<file path="src/rtl/gcwp_pkg.sv">
`timescale 1ns / 1ps
// gcwp_pkg: types, constants and the power-of-ten table shared by the
// coordinate word parser modules; no dependencies

package gcwp_pkg;

  localparam int unsigned IuPerMm    = 100000;
  localparam int unsigned MaxDigits  = 12;
  localparam int unsigned ScaleSteps = 9;
  localparam int unsigned MantW      = 40;
  localparam int unsigned VW         = 68;
  localparam int unsigned LimbW      = 17;
  localparam int unsigned MaxDivExp  = 20;

  localparam logic [2:0] AxisX = 3'd0;
  localparam logic [2:0] AxisY = 3'd1;
  localparam logic [2:0] AxisA = 3'd2;
  localparam logic [2:0] AxisI = 3'd3;
  localparam logic [2:0] AxisJ = 3'd4;

  localparam logic [1:0] ArcNone   = 2'd0;
  localparam logic [1:0] ArcRadius = 2'd1;
  localparam logic [1:0] ArcCenter = 2'd2;

  localparam logic [3:0] RegFracX = 4'd0;
  localparam logic [3:0] RegFracY = 4'd1;
  localparam logic [3:0] RegLenX  = 4'd2;
  localparam logic [3:0] RegLenY  = 4'd3;
  localparam logic [3:0] RegMetric = 4'd4;
  localparam logic [3:0] RegOtz    = 4'd5;
  localparam logic [3:0] RegRel    = 4'd6;
  localparam logic [3:0] RegExc    = 4'd7;

  typedef struct packed {
    logic [7:0] char_code;
    logic       end_of_text;
  } in_item_t;

  typedef struct packed {
    logic [2:0]         word_axis;
    logic signed [31:0] word_value;
    logic signed [31:0] pos_x;
    logic signed [31:0] pos_y;
    logic signed [31:0] center_x;
    logic signed [31:0] center_y;
    logic signed [31:0] arc_radius;
    logic [1:0]         arc_kind;
  } out_item_t;

  typedef struct packed {
    logic [2:0]       letter;
    logic [MantW-1:0] mantissa;
    logic             negative;
    logic [3:0]       ndigits;
    logic [3:0]       fraction_count;
    logic             decimal;
    logic             clear_ij;
  } word_t;

  typedef struct packed {
    logic [3:0] frac_x;
    logic [3:0] frac_y;
    logic [3:0] len_x;
    logic [3:0] len_y;
    logic       metric;
    logic       otz;
    logic       rel;
    logic       exc;
  } cfg_t;

  function automatic logic [VW-1:0] pow10(input logic [4:0] k);
    logic [VW-1:0] r;
    unique case (k)
      5'd1:  r = 68'd10;
      5'd2:  r = 68'd100;
      5'd3:  r = 68'd1000;
      5'd4:  r = 68'd10000;
      5'd5:  r = 68'd100000;
      5'd6:  r = 68'd1000000;
      5'd7:  r = 68'd10000000;
      5'd8:  r = 68'd100000000;
      5'd9:  r = 68'd1000000000;
      5'd10: r = 68'd10000000000;
      5'd11: r = 68'd100000000000;
      5'd12: r = 68'd1000000000000;
      5'd13: r = 68'd10000000000000;
      5'd14: r = 68'd100000000000000;
      5'd15: r = 68'd1000000000000000;
      5'd16: r = 68'd10000000000000000;
      5'd17: r = 68'd100000000000000000;
      5'd18: r = 68'd1000000000000000000;
      5'd19: r = 68'd10000000000000000000;
      5'd20: r = 68'd100000000000000000000;
      default: r = 68'd1;
    endcase
    return r;
  endfunction

endpackage

</file>
<file path="src/rtl/gcwp_front.sv">
`timescale 1ns / 1ps
// gcwp_front: character front end, tracks the open word and its group
// and hands finished words to the queue; uses gcwp_pkg

module gcwp_front (
  input  logic              clk_i,
  input  logic              rst_ni,
  input  logic              in_valid_i,
  output logic              in_ready_o,
  input  gcwp_pkg::in_item_t in_item_i,
  input  logic              q_full_i,
  output logic              push_o,
  output gcwp_pkg::word_t   rec_o
);

  logic                        in_word_q, in_word_d;
  logic [2:0]                  letter_q, letter_d;
  logic [gcwp_pkg::MantW-1:0]  mant_q, mant_d;
  logic                        neg_q, neg_d;
  logic [3:0]                  dcnt_q, dcnt_d;
  logic [3:0]                  fcnt_q, fcnt_d;
  logic                        dseen_q, dseen_d;
  logic                        gdec_q, gdec_d;
  logic                        clr_q, clr_d;

  logic [7:0]  c;
  logic        eot, acc, is_letter, is_num, is_digit, cont;
  logic [2:0]  axis;
  logic [43:0] prod, sum;
  logic [gcwp_pkg::MantW-1:0] a_mant;
  logic        a_neg, a_dseen, a_gdec;
  logic [3:0]  a_dcnt, a_fcnt;

  assign c   = in_item_i.char_code;
  assign eot = in_item_i.end_of_text;
  assign in_ready_o = !q_full_i;
  assign acc = in_valid_i && in_ready_o;

  always_comb begin
    is_letter = 1'b1;
    axis = gcwp_pkg::AxisX;
    unique case (c)
      8'h58: axis = gcwp_pkg::AxisX;
      8'h59: axis = gcwp_pkg::AxisY;
      8'h41: axis = gcwp_pkg::AxisA;
      8'h49: axis = gcwp_pkg::AxisI;
      8'h4A: axis = gcwp_pkg::AxisJ;
      default: is_letter = 1'b0;
    endcase
  end

  assign is_digit = (c >= 8'h30) && (c <= 8'h39);
  assign is_num   = is_digit || c == 8'h2B || c == 8'h2D || c == 8'h2E;
  assign cont     = in_word_q && ((letter_q >= gcwp_pkg::AxisI) == (axis >= gcwp_pkg::AxisI));

  // digit, point and sign accumulation
  always_comb begin
    prod    = {1'b0, mant_q, 3'b000} + {3'b000, mant_q, 1'b0};
    sum     = prod + {40'd0, c[3:0]};
    a_mant  = mant_q;
    a_neg   = neg_q;
    a_dcnt  = dcnt_q;
    a_fcnt  = fcnt_q;
    a_dseen = dseen_q;
    a_gdec  = gdec_q;
    if (is_digit) begin
      if (32'(dcnt_q) < gcwp_pkg::MaxDigits && sum[43:40] == 4'd0) begin
        a_mant = sum[39:0];
        if (dseen_q) a_fcnt = fcnt_q + 4'd1;
      end else if (!dseen_q) begin
        a_mant = (prod[43:40] != 4'd0) ? {gcwp_pkg::MantW{1'b1}} : prod[39:0];
      end
      if (dcnt_q != 4'd15) a_dcnt = dcnt_q + 4'd1;
    end else if (c == 8'h2E) begin
      if (!dseen_q) begin
        a_dseen = 1'b1;
        a_gdec  = 1'b1;
      end
    end else if (dcnt_q == 4'd0 && !dseen_q) begin
      a_neg = (c == 8'h2D);
    end
  end

  always_comb begin
    in_word_d = in_word_q;
    letter_d  = letter_q;
    mant_d    = mant_q;
    neg_d     = neg_q;
    dcnt_d    = dcnt_q;
    fcnt_d    = fcnt_q;
    dseen_d   = dseen_q;
    gdec_d    = gdec_q;
    clr_d     = clr_q;
    push_o    = 1'b0;
    rec_o     = '{letter: letter_q, mantissa: mant_q, negative: neg_q,
                  ndigits: dcnt_q, fraction_count: fcnt_q,
                  decimal: dseen_q | gdec_q, clear_ij: clr_q};
    if (acc) begin
      if (is_letter) begin
        push_o = in_word_q;
        if (!cont) gdec_d = 1'b0;
        if (eot) begin
          in_word_d = 1'b0;
          gdec_d    = 1'b0;
        end else begin
          clr_d     = (axis >= gcwp_pkg::AxisI) && !cont;
          in_word_d = 1'b1;
          letter_d  = axis;
          mant_d    = '0;
          neg_d     = 1'b0;
          dcnt_d    = 4'd0;
          fcnt_d    = 4'd0;
          dseen_d   = 1'b0;
        end
      end else if (in_word_q && is_num) begin
        mant_d  = a_mant;
        neg_d   = a_neg;
        dcnt_d  = a_dcnt;
        fcnt_d  = a_fcnt;
        dseen_d = a_dseen;
        gdec_d  = a_gdec;
        if (eot) begin
          push_o = 1'b1;
          rec_o  = '{letter: letter_q, mantissa: a_mant, negative: a_neg,
                     ndigits: a_dcnt, fraction_count: a_fcnt,
                     decimal: a_dseen | a_gdec, clear_ij: clr_q};
          in_word_d = 1'b0;
          gdec_d    = 1'b0;
        end
      end else begin
        if (in_word_q) begin
          push_o    = 1'b1;
          in_word_d = 1'b0;
        end
        if (!is_num || eot) gdec_d = 1'b0;
      end
    end
  end

  always_ff @(posedge clk_i or negedge rst_ni) begin
    if (!rst_ni) begin
      in_word_q <= 1'b0;
      letter_q  <= '0;
      mant_q    <= '0;
      neg_q     <= 1'b0;
      dcnt_q    <= '0;
      fcnt_q    <= '0;
      dseen_q   <= 1'b0;
      gdec_q    <= 1'b0;
      clr_q     <= 1'b0;
    end else begin
      in_word_q <= in_word_d;
      letter_q  <= letter_d;
      mant_q    <= mant_d;
      neg_q     <= neg_d;
      dcnt_q    <= dcnt_d;
      fcnt_q    <= fcnt_d;
      dseen_q   <= dseen_d;
      gdec_q    <= gdec_d;
      clr_q     <= clr_d;
    end
  end

endmodule

</file>
<file path="src/rtl/gcwp_queue.sv">
`timescale 1ns / 1ps
// gcwp_queue: two-entry queue of finished words between front and back
// uses gcwp_pkg

module gcwp_queue (
  input  logic            clk_i,
  input  logic            rst_ni,
  input  logic            push_i,
  input  gcwp_pkg::word_t rec_i,
  output logic            full_o,
  input  logic            pop_i,
  output logic            valid_o,
  output gcwp_pkg::word_t rec_o
);

  gcwp_pkg::word_t mem_q [2];
  logic       wp_q, rp_q;
  logic [1:0] cnt_q;

  assign full_o  = cnt_q[1];
  assign valid_o = cnt_q != 2'd0;
  assign rec_o   = mem_q[rp_q];

  always_ff @(posedge clk_i) begin
    if (push_i) mem_q[wp_q] <= rec_i;
  end

  always_ff @(posedge clk_i or negedge rst_ni) begin
    if (!rst_ni) begin
      wp_q  <= 1'b0;
      rp_q  <= 1'b0;
      cnt_q <= 2'd0;
    end else begin
      if (push_i) wp_q <= !wp_q;
      if (pop_i) rp_q <= !rp_q;
      cnt_q <= cnt_q + {1'b0, push_i} - {1'b0, pop_i};
    end
  end

endmodule

</file>
<file path="src/rtl/gcwp_back.sv">
`timescale 1ns / 1ps
// gcwp_back: configuration registers, word conversion sequencer and
// position state with the result register; uses gcwp_pkg

module gcwp_back (
  input  logic               clk_i,
  input  logic               rst_ni,
  input  logic               cfg_we_i,
  input  logic [3:0]         cfg_idx_i,
  input  logic [3:0]         cfg_data_i,
  input  logic               q_valid_i,
  input  gcwp_pkg::word_t    q_rec_i,
  output logic               q_pop_o,
  output logic               out_valid_o,
  input  logic               out_ready_i,
  output gcwp_pkg::out_item_t out_item_o
);

  typedef enum logic [5:0] {
    S_IDLE  = 6'b000001,
    S_MLO   = 6'b000010,
    S_MHI   = 6'b000100,
    S_SCALE = 6'b001000,
    S_DIV   = 6'b010000,
    S_OUT   = 6'b100000
  } state_e;

  state_e state_q, state_d;
  gcwp_pkg::cfg_t cfg_q;
  gcwp_pkg::word_t rec_q;
  logic signed [5:0] e_q;
  logic [gcwp_pkg::VW-1:0] v_q;
  logic [3:0] div_r_q;
  logic ovf_q;
  logic [6:0] cnt_q;
  logic [31:0] cx_q, cy_q, ijx_q, ijy_q, rad_q;
  logic [1:0] kind_q;
  logic out_valid_q;
  gcwp_pkg::out_item_t out_q;

  logic [24:0] s;
  logic [44:0] pm;
  logic xaxis;
  logic signed [5:0] f, len, n, pad, e;
  logic [4:0] k;
  logic [3:0]  r_in, dr;
  logic [20:0] dt, dmul;
  logic [52:0] dp;
  logic [16:0] dq;
  logic [31:0] limit, mag, val, ijx_t, ijy_t;
  logic big, load;

  assign s  = cfg_q.metric ? 25'(gcwp_pkg::IuPerMm) : 25'(gcwp_pkg::IuPerMm * 254);
  assign pm = (state_q == S_MLO) ? 45'(rec_q.mantissa[19:0]) * 45'(s)
                                 : 45'(rec_q.mantissa[39:20]) * 45'(s);

  // decimal exponent of the word
  always_comb begin
    xaxis = q_rec_i.letter == gcwp_pkg::AxisX || q_rec_i.letter == gcwp_pkg::AxisI;
    f = xaxis ? {2'b00, cfg_q.frac_x} : {2'b00, cfg_q.frac_y};
    if (f > 6'(gcwp_pkg::ScaleSteps - 1)) f = 6'(gcwp_pkg::ScaleSteps - 1);
    len = xaxis ? {2'b00, cfg_q.len_x} : {2'b00, cfg_q.len_y};
    n   = {2'b00, q_rec_i.ndigits};
    pad = 6'sd0;
    if (cfg_q.otz && (n < len || (cfg_q.exc && q_rec_i.letter <= gcwp_pkg::AxisA && n > len)))
      pad = len - n;
    e = q_rec_i.decimal ? -{2'b00, q_rec_i.fraction_count} : pad - f;
    if (!cfg_q.metric) e = e - 6'sd1;
  end

  assign k = 5'(-e_q);

  // divide by ten, one limb per cycle, top limb first
  always_comb begin
    r_in = (cnt_q[1:0] == 2'd0) ? 4'd0 : div_r_q;
    dt   = {r_in, v_q[gcwp_pkg::VW-1 -: gcwp_pkg::LimbW]};
    dp   = 53'(dt) * 53'(32'hCCCC_CCCD);
    dq   = dp[51:35];
    dmul = {1'b0, dq, 3'b000} + {3'b000, dq, 1'b0};
    dr   = 4'(dt - dmul);
  end

  always_comb begin
    limit = rec_q.negative ? 32'h8000_0000 : 32'h7FFF_FFFF;
    big   = ovf_q || (v_q[gcwp_pkg::VW-1:32] != '0) || (v_q[31:0] > limit);
    mag   = big ? limit : v_q[31:0];
    val   = rec_q.negative ? (32'd0 - mag) : mag;
    ijx_t = rec_q.clear_ij ? 32'd0 : ijx_q;
    ijy_t = rec_q.clear_ij ? 32'd0 : ijy_q;
  end

  assign load = (state_q == S_OUT) && (!out_valid_q || out_ready_i);

  function automatic logic [31:0] sat_add(input logic [31:0] a, input logic [31:0] b);
    logic signed [32:0] t;
    t = $signed({a[31], a}) + $signed({b[31], b});
    if (t > 33'sh0_7FFF_FFFF) return 32'h7FFF_FFFF;
    else if (t < -33'sh0_8000_0000) return 32'h8000_0000;
    else return t[31:0];
  endfunction

  always_comb begin
    state_d = state_q;
    q_pop_o = 1'b0;
    unique case (state_q)
      S_IDLE:  if (q_valid_i) begin
        q_pop_o = 1'b1;
        state_d = S_MLO;
      end
      S_MLO:   state_d = S_MHI;
      S_MHI:   begin
        if (e_q >= 0) state_d = S_SCALE;
        else if (k > 5'(gcwp_pkg::MaxDivExp)) state_d = S_OUT;
        else state_d = S_DIV;
      end
      S_SCALE: if (cnt_q == 7'd0) state_d = S_OUT;
      S_DIV:   if (cnt_q == 7'd1) state_d = S_OUT;
      S_OUT:   if (!out_valid_q || out_ready_i) state_d = S_IDLE;
      default: state_d = S_IDLE;
    endcase
  end

  always_ff @(posedge clk_i) begin
    unique case (state_q)
      S_IDLE: begin
        rec_q <= q_rec_i;
        e_q   <= e;
        ovf_q <= 1'b0;
      end
      S_MLO: v_q <= 68'(pm);
      S_MHI: begin
        if (e_q >= 0) begin
          v_q   <= v_q + {pm, 20'd0};
          cnt_q <= 7'(e_q);
        end else if (k > 5'(gcwp_pkg::MaxDivExp)) begin
          v_q <= '0;
        end else begin
          v_q   <= v_q + {pm, 20'd0} + (gcwp_pkg::pow10(k) >> 1);
          cnt_q <= {k, 2'b00};
        end
      end
      S_SCALE: if (cnt_q != 7'd0) begin
        if (v_q[gcwp_pkg::VW-1:32] != '0) ovf_q <= 1'b1;
        v_q   <= {v_q[gcwp_pkg::VW-4:0], 3'b000} + {v_q[gcwp_pkg::VW-2:0], 1'b0};
        cnt_q <= cnt_q - 7'd1;
      end
      S_DIV: begin
        // four limbs per decimal digit, quotient rotates in from the bottom
        v_q     <= {v_q[gcwp_pkg::VW-gcwp_pkg::LimbW-1:0], dq};
        div_r_q <= dr;
        cnt_q   <= cnt_q - 7'd1;
      end
      S_OUT: ;
      default: ;
    endcase
  end

  always_ff @(posedge clk_i or negedge rst_ni) begin
    if (!rst_ni) begin
      state_q     <= S_IDLE;
      cfg_q       <= '{frac_x: 4'd4, frac_y: 4'd4, len_x: 4'd6, len_y: 4'd6,
                       metric: 1'b0, otz: 1'b0, rel: 1'b0, exc: 1'b0};
      cx_q        <= '0;
      cy_q        <= '0;
      ijx_q       <= '0;
      ijy_q       <= '0;
      rad_q       <= '0;
      kind_q      <= gcwp_pkg::ArcNone;
      out_valid_q <= 1'b0;
      out_q       <= '0;
    end else begin
      state_q <= state_d;
      if (cfg_we_i) begin
        unique case (cfg_idx_i)
          gcwp_pkg::RegFracX:  cfg_q.frac_x <= cfg_data_i;
          gcwp_pkg::RegFracY:  cfg_q.frac_y <= cfg_data_i;
          gcwp_pkg::RegLenX:   cfg_q.len_x  <= cfg_data_i;
          gcwp_pkg::RegLenY:   cfg_q.len_y  <= cfg_data_i;
          gcwp_pkg::RegMetric: cfg_q.metric <= cfg_data_i[0];
          gcwp_pkg::RegOtz:    cfg_q.otz    <= cfg_data_i[0];
          gcwp_pkg::RegRel:    cfg_q.rel    <= cfg_data_i[0];
          gcwp_pkg::RegExc:    cfg_q.exc    <= cfg_data_i[0];
          default: ;
        endcase
      end
      if (load) begin
        logic [31:0] nx, ny, nijx, nijy, nrad;
        logic [1:0]  nkind;
        nx = cx_q; ny = cy_q; nijx = ijx_t; nijy = ijy_t; nrad = rad_q; nkind = kind_q;
        unique case (rec_q.letter)
          gcwp_pkg::AxisX: nx = cfg_q.rel ? sat_add(cx_q, val) : val;
          gcwp_pkg::AxisY: ny = cfg_q.rel ? sat_add(cy_q, val) : val;
          gcwp_pkg::AxisA: begin
            nrad  = val;
            nkind = gcwp_pkg::ArcRadius;
          end
          gcwp_pkg::AxisI: begin
            nijx  = val;
            nkind = gcwp_pkg::ArcCenter;
          end
          default: begin
            nijy  = val;
            nkind = gcwp_pkg::ArcCenter;
          end
        endcase
        cx_q <= nx; cy_q <= ny; ijx_q <= nijx; ijy_q <= nijy; rad_q <= nrad;
        kind_q <= nkind;
        out_valid_q <= 1'b1;
        out_q <= '{word_axis: rec_q.letter, word_value: val, pos_x: nx, pos_y: ny,
                   center_x: nijx, center_y: nijy, arc_radius: nrad, arc_kind: nkind};
      end else if (out_valid_q && out_ready_i) begin
        out_valid_q <= 1'b0;
      end
    end
  end

  assign out_valid_o = out_valid_q;
  assign out_item_o  = out_q;

endmodule

</file>
<file path="src/rtl/gerber_coordinate_word_parser_top.sv">
`timescale 1ns / 1ps
// gerber_coordinate_word_parser_top: character front end, word queue and
// conversion back end; uses gcwp_pkg, gcwp_front, gcwp_queue, gcwp_back

// Characters are taken one per cycle while the two-entry word queue has
// room; a character that closes a word places it in the queue. The back end
// converts one word at a time: it takes the word from the queue, forms the
// partial-product multiply in a low and a high half, then either scales up
// by one power of ten per step (up to 15 powers), or divides by ten once per
// power of ten, one limb at a time (up to 20 powers; beyond that the value is
// zero with no division), then updates the position and loads the result
// register, which may wait for out_ready_i. The next word is taken from the
// queue only after that load.

module gerber_coordinate_word_parser_top (
  input  logic                clk_i,
  input  logic                rst_ni,
  input  logic                in_valid_i,
  output logic                in_ready_o,
  input  gcwp_pkg::in_item_t  in_item_i,
  output logic                out_valid_o,
  input  logic                out_ready_i,
  output gcwp_pkg::out_item_t out_item_o,
  input  logic                cfg_we_i,
  input  logic [3:0]          cfg_idx_i,
  input  logic [3:0]          cfg_data_i
);

  logic push, full, pop, qvalid;
  gcwp_pkg::word_t wr_rec, rd_rec;

  gcwp_front u_front (
    .clk_i, .rst_ni, .in_valid_i, .in_ready_o, .in_item_i,
    .q_full_i(full), .push_o(push), .rec_o(wr_rec)
  );

  gcwp_queue u_queue (
    .clk_i, .rst_ni, .push_i(push), .rec_i(wr_rec), .full_o(full),
    .pop_i(pop), .valid_o(qvalid), .rec_o(rd_rec)
  );

  gcwp_back u_back (
    .clk_i, .rst_ni, .cfg_we_i, .cfg_idx_i, .cfg_data_i,
    .q_valid_i(qvalid), .q_rec_i(rd_rec), .q_pop_o(pop),
    .out_valid_o, .out_ready_i, .out_item_o
  );

endmodule

</file>
<file path="config.mk">
export PLATFORM = sky130hd
export DESIGN_NAME = gerber_coordinate_word_parser_top
export DESIGN_NICKNAME = d
export VERILOG_FILES = /design/src/rtl/gcwp_pkg.sv /design/src/rtl/gcwp_front.sv /design/src/rtl/gcwp_queue.sv /design/src/rtl/gcwp_back.sv /design/src/rtl/gerber_coordinate_word_parser_top.sv
export SDC_FILE = /design/constraint.sdc
export NUM_CORES = 2
export LEC_CHECK = 0
export BUFFER_PORTS_ARGS = -buffer_cell sky130_fd_sc_hd__buf_2
export CORE_MARGIN = 1
export CORE_UTILIZATION = 45
export CTS_BUF_LIST = sky130_fd_sc_hd__clkbuf_8
export CTS_CLUSTER_SIZE = 30
export DETAILED_ROUTE_END_ITERATION = 16
export GPL_TIMING_DRIVEN = 0
export SYNTH_ARGS = -nofsm -noshare
export SYNTH_HDL_FRONTEND = slang
export SYNTH_SLANG_ARGS = --single-unit
</file>
<file path="constraint.sdc">
create_clock -name clk_i -period 10.9 [get_ports clk_i]
set_input_delay 1.635 -clock clk_i [delete_from_list [all_inputs] [get_ports clk_i]]
set_output_delay 1.635 -clock clk_i [all_outputs]
set_load 0.01 [all_outputs]
</file>
# After elaboration in Yosys (flattened, before gate mapping)
# Memories as Yosys holds them, arrays and structs flattened.
# Index checks and enable logic that the tools add are counted.
[totals]
register_bits = 415
ram_bits = 108
romBits = 2016
in_bits = 22
output_inout_bits = 199
word_cells = 297
mem_count = 2
[mem_list]
columns = ["name", "words", "width", "rd", "rd_clocked_by_memory_dff", "wr", "line_no", "source"]
rows = [
  ["(no name shown)", 32, 63, 1, 0, 0, "gcwp_pkg.sv:73", "unique case (k)"],
  ["u_queue.mem_q", 2, 54, 1, 0, 1, "gcwp_queue.sv:16", "gcwp_pkg::word_t mem_q [2];"],
]
[classes]
add_sub_neg = 20
mul = 3
magnitude_cmp = 16
n_eq_ne = 39
n_mux = 103
bitwise = 4
n_reduce_logical = 71
[op_table]
columns = ["operator", "count"]
rows = [
  ["2-to-1 mux 32 bit", 15],
  ["2-to-1 mux 68 bit", 6],
  ["2-to-1 mux 40 bit", 7],
  ["case mux 68 bit (4 select lines)", 1],
  ["2-to-1 mux 51 bit", 4],
  ["multiplier 20 x 25 -> 45 bit", 2],
  ["adder 68 x 65 -> 68 bit", 1],
  ["adder 68 x 67 -> 68 bit", 1],
  ["adder 68 bit", 1],
  ["adder 32 x 32 -> 33 bit", 2],
  ["> comparator 33 x 32 -> 1 bit, second input constant", 2],
  ["< comparator 33 x 32 -> 1 bit, second input constant", 2],
  ["2-to-1 mux 6 bit", 10],
  ["multiplier 21 x 32 -> 52 bit, second input constant", 1],
  ["2-to-1 mux 4 bit", 13],
  ["2-to-1 mux 45 bit", 1],
  ["adder 43 x 41 -> 44 bit", 1],
  ["adder 44 x 4 -> 44 bit", 1],
  ["== test 8 x 7 -> 1 bit, second input constant", 5],
  ["2-to-1 mux 1 bit", 37],
  ["case mux 6 bit (6 select lines)", 1],
  ["nonzero test 36 bit", 1],
  ["> comparator 32 bit", 1],
  ["AND reduction 2 bit", 16],
  ["other kinds (65)", 124],
]

# Depth between registers and ports, before layout
# An unclocked memory read counts as a cell.
[logic_depth]
depth_word = 13
depth_mapped = 51

# By module
# A second synthesis with hierarchy kept.
[hier_totals]
cells_unflattened = 7348
area_unflattened_um2 = 66229.8
[by_module_without_submodules]
columns = ["module", "instances", "cells_per_inst", "area_each_um2"]
rows = [
  ["gcwp_back", 1, 6113, 54258.3],
  ["gcwp_front", 1, 1053, 7632.3],
  ["gcwp_queue", 1, 182, 4339.2],
]

# Worst setup path after synthesis
# No wires, ideal clock.
[synth_timing]
path_kind = "reg-to-reg"
start = "reg u_back.cfg_q[3] (netlist name)"
end = "reg u_back.v_q[64] (netlist name), data pin"
setup_ps = 266
arrival_time_ps = 10157
required_ps = 10634
setup_slack_ps = 476
path_stages_with_launch = 48
n_path_buf = 5
period_less_slack_ps = 10424
cell_sequence = "dfrtp_1 > clkbuf_1 > clkbuf_1 > clkbuf_1 > clkbuf_1 > nand2_1 > nand2_1 > ha_1 > clkbuf_1 > fa_1 > ha_1 > fa_1 > inv_1 > fa_1 > inv_1 > fa_1 > inv_1 > fa_1 > [12 not listed] > nand2_1 > nor2_1 > nor2_1 > nand2_1 > a211oi_1 > nor3_1 > or2_2 > xor2_1 > ha_1 > a21o_1 > a21o_1 > a21o_1 > a221o_1 > a21boi_0 > nor2_1 > o311ai_0 > xor2_1 > o211ai_1"
[synth_between]
elab_chain_cells = 8
[synth_rtl]
columns = ["item", "line_no", "source"]
rows = [
  ["start: declaration", "gcwp_back.sv:29", "gcwp_pkg::cfg_t cfg_q;"],
  ["start signal: assignment", "gcwp_back.sv:161", "cfg_q <= '{frac_x: 4'd4, frac_y: 4'd4, len_x: 4'd6, len_y: 4'd6,"],
  ["2-to-1 mux 25 bit (*)", "gcwp_back.sv:53", "assign s = cfg_q.metric ? 25'(gcwp_pkg::IuPerMm) : 25'(gcwp_pkg::IuPerMm * 254);"],
  ["multiplier 20 x 25 -> 45 bit (on tied branches)", "gcwp_back.sv:55, gcwp_back.sv:54", ""],
  ["2-to-1 mux 45 bit (*)", "gcwp_back.sv:54", "assign pm = (state_q == S_MLO) ? 45'(rec_q.mantissa[19:0]) * 45'(s)"],
  ["adder 68 x 65 -> 68 bit (*)", "gcwp_back.sv:133, gcwp_back.sv:138", ""],
  ["adder 68 x 67 -> 68 bit", "gcwp_back.sv:138", "v_q <= v_q + {pm, 20'd0} + (gcwp_pkg::pow10(k) >> 1);"],
  ["2-to-1 mux 68 bit", "gcwp_back.sv:135", "end else if (k > 5'(gcwp_pkg::MaxDivExp)) begin"],
  ["2-to-1 mux 68 bit (*)", "gcwp_back.sv:132", "if (e_q >= 0) begin"],
  ["case mux 68 bit (4 select lines) (*)", "gcwp_back.sv:124", "unique case (state_q)"],
  ["end signal: assignment", "gcwp_back.sv:130", "S_MLO: v_q <= 68'(pm);"],
  ["end signal: assignment", "gcwp_back.sv:133", "v_q <= v_q + {pm, 20'd0};"],
  ["end signal: assignment", "gcwp_back.sv:138", ""],
  ["end: declaration", "gcwp_back.sv:32", "logic [gcwp_pkg::VW-1:0] v_q;"],
]
# Mark *: on every way between the ends. The rest lies on a longest branch, timed or not.
# A chain may end at the register's enable or synchronous reset.

# Worst setup path in the final report
[layout_timing]
start = "reg u_back.cfg_q[3] (netlist name)"
end = "reg u_back.v_q[61] (netlist name), data pin"
# The elaborated chain is that of the path after synthesis.

==> flow_summary_export.csv <==
group,metric,value,unit
floorplan,coreArea,142000,µm²
routing,drt_iter0_markers,4683,
routing,vias,57600,
floorplan,floorplan.initialDensity,45.5,%
floorplan,num_rows,138,
timing,rsz0062_at_grt,"yes",
yosys,ys_async_sr_fraction,54.3,%
routing,vias_per_cell,5.98,
clocking,htreeDepth,3,
timing,post-route-worst-setup-slack,132,ps
global_routing,antenna_found_initial,7,
timing,post-route-period-util,98.8,%
floorplan,die_w,381,µm
routing,wl,245000,µm
timing,hold_viol,0,
clocking,clk_path_buf_depth,3,
global_routing,grt-ovfl-total,0,
setup_path,worst_path_most_repeated_cell,"ha_1",
yosys,synth-main-ff-cell,"dfrtp_1",
yosys,synthesis.area,64800,µm²
global_routing,grtUsageTotal,33.0,%
setup_path,cp_num_buf_inv,6,
global_routing,grt_pass1_wl,361000,µm
status,status,"finished with violations",
cells_and_area,nets,9091,
setup_path,cp_data_arrival_time,11340,ps
placed_design,dp_hpwl,198000,µm
routing,dr.pass1.iters,7,
timing,maxSlewViolCount,15,
yosys,ys_seq_area_share,22.1,%
cells_and_area,drive_gt1_share,12.7,%
placed_design,place_ws,-4120,ps
timing,relSlewSlack,-2.58,%
routing,wl_per_cell,25.5,µm
clocking,cts.sinks,523,
timing,period_minus_slack,10770,ps
yosys,ys_warn_count,0,
clocking,cts_made_buffers,98,
job,max_cap_viol_count,4,
setup_path,cpMaxStageDelayCell,"fa_1",
yosys,yosysUniqueCellTypes,105,
floorplan,io_pins,221,
setup_path,worstSetupStartpointType,"flip-flop",
status,failed_checks,"capacitance limit, slew limit",
timing,fmax,92.9,MHz
timing,worst_slew_pin_slew,1540,ps
global_routing,grt_pass1_vias,56700,
cells_and_area,fin_cells,9631,
setup_path,cp_max_fo,6,
timing,setup_violations,0,
setup_path,cp_top_family,"adder cells",
yosys,syn-instance-count,7195,
cells_and_area,n_fill_cell,13400,
routing,drc,0,
global_routing,grt_max_degree,101,
clocking,clkTransAtPathRegs,60,ps
routing,ant_nets,0,
clocking,worstSkewPairLatency,880,ps
clocking,cts_tree,"done",
placed_design,globalplace.congestion,1.04,
clocking,ctsRootBufferMaster,"clkbuf_8",
hold_path,hp-class,"flip-flop to flip-flop",
floorplan,dieArea,146000,µm²
yosys,syn_area_per_cell,9.01,µm²
yosys,ys_seq_elements,523,
cells_and_area,area_growth,13.9,%
setup_path,criticalPathCategory,"flip-flop to flip-flop",
setup_path,cp-end-kind,"flip-flop",
timing,skew,104,ps
setup_path,cp.required,11470,ps
setup_path,worst_path_largest_cell_delay,590,ps
placed_design,placed_cells,9346,
placed_design,io_buffers,220,
yosys,synth-edff-count,239,
floorplan,dieHeight,381,µm
==> area by class of cell <==
cell class                 count  area [µm²]  area share [%]
tap                         1890        2360            3.20
multi-input combinational   5643       48600            65.9
antenna                        3        7.51          0.0102
sequential                   523       14300            19.4
buffer                       237        1120            1.51
timing repair buffer         343        2240            3.03
inverter                     809        3040            4.12
clock inverter                69         514           0.697
clock buffer                 114        1570            2.13
==> synthesized netlist by cell type, types with 27 or more instances <==
master    count  area, µm²
nor3_1      102        510
inv_1       807       3030
and2_1       63        394
o22a_1       29        254
o21bai_1     61        458
nand4_1      57        357
nand3_1     122        611
and3_1       55        344
dfrtp_1     277       6930
or3_1        46        288
edfxtp_1    239       7180
nor2_1      396       1490
a21oi_1     467       2340
a222oi_1     28        280
a31oi_1      66        413
ha_1        996      12500
xnor2_1     235       2060
xor2_1      143       1250
mux2_2       90       1010
a21o_1      243       1820
fa_1        418       8370
nor2b_1      95        594
o211ai_1     47        353
a22o_1       37        324
or2_2        39        244
a211oi_1     44        330
nand2b_1     84        526
o21a_1       64        480
nand2_1     599       2250
mux2i_1      38        380
nor4_1       31        194
o31ai_1      27        203
o21ai_0     473       2370
a22oi_1      31        233
clkbuf_1    215        807
o21ai_1      27        135
==> cells in the final DEF (no fill, tap or decap), types with 192 or more instances in the layout <==
| cell type | instances |
|---|---|
| ha_1 | 940 |
| buf_2 | 233 |
| a21o_1 | 241 |
| xnor2_1 | 214 |
| nand2_1 | 588 |
| dfrtp_1 | 276 |
| o21ai_0 | 428 |
| a21oi_1 | 417 |
| fa_1 | 412 |
| nor2_1 | 382 |
| edfxtp_1 | 239 |
| inv_1 | 831 |
| clkbuf_1 | 192 |
==> flip-flops by register name (all words and copies together) (netlist names), 32 cells and up <==
| name | flops |
|---|---|
| u_front.mant_q | 40 |
| u_back.out_item_o | 35 |
| u_back.v_q | 68 |
| u_queue.mem_q | 108 |
| u_back.cx_q | 32 |
| u_back.rec_q | 45 |
| u_back.cy_q | 32 |
| u_back.ijx_q | 32 |
| u_back.rad_q | 32 |
| u_back.ijy_q | 32 |
==> layer usage <==
| metal | vias to the layer above | share of wire (%) | wire, µm | track usage [%] |
|---|---|---|---|---|
| met2 | 2312 | 47 | 115000 | 55.1 |
| met5 | - | 0 | 0 | 0 |
| met3 | 627 | 6.3 | 15400 | 4.52 |
| met4 | 0 | 7.1 | 17500 | 19.4 |
| met1 | 28200 | 40 | 97400 | 40.5 |
| li1 | 26500 | - | - | - |
==> kinds of logic (layout without fill, tap and decap cells) <==
kind of cell	count (synthesis)	count (layout)	synth area share, %
compound gates	1899	1899	18.9
xor+xnor	380	380	5.16
fa+ha+maj	1414	1414	32.1
buf+inv	1053	1572	6.16
flops	523	523	22.1
mux	129	129	2.17
other cells	2	29	0.0116
simple gates	1795	1795	13.4
==> worst min-delay path, cell delays in order (launching register included) <==
cell	delay (ps)
dfrtp_1	330
nand2_1	50
nand2_1	50
==> through the flow <==
step           instance area (µm²)  utilization [%]  hold slack (ps)  setup TNS, ps
6_report                     73800             51.9              471              0
3_5_place_dp                 68700             48.3              459        -165490
5_1_grt                      73800             51.9              493           -469
2_1_floorplan                64900                -              442              0
3_3_place_gp                 68400             48.0              455        -241660
4_1_cts                      72300             50.8              473              0
==> what timing repair did <==
action | 4_1_cts | 5_1_grt
gates resized for setup | 250 | 227
buffers inserted | 38 | 66
pin swaps | 55 | 141
gates cloned | 0 | 2
hold buffers | 0 | 0
setup endpoints to repair | 98 | 80
==> final timing paths <==
kind | to | startpoint | slack [ps] | cells after the start
setup / recovery | u_back.v_q[61]$_DFFE_PP_ | u_back.cfg_q[3]$_DFFE_PN0P_ | 130 | 40
hold / removal | u_back.out_item_o[178]$_DFFE_PN0P_ | u_back.out_item_o[178]$_DFFE_PN0P_ | 470 | 2
setup reg to reg | u_back.v_q[61]$_DFFE_PP_ | u_back.cfg_q[3]$_DFFE_PN0P_ | 130 | 40
hold reg to reg | u_back.out_item_o[178]$_DFFE_PN0P_ | u_back.out_item_o[178]$_DFFE_PN0P_ | 470 | 2
max in group asynchronous | u_back.cfg_q[3]$_DFFE_PN0P_ | rst_ni | 8790 | 2
min in group asynchronous | u_back.cx_q[7]$_DFFE_PN0P_ | rst_ni | 860 | 1
Power is not shown: default switching activity piles up to over one toggle a cycle in this logic, so the estimate is an artifact.
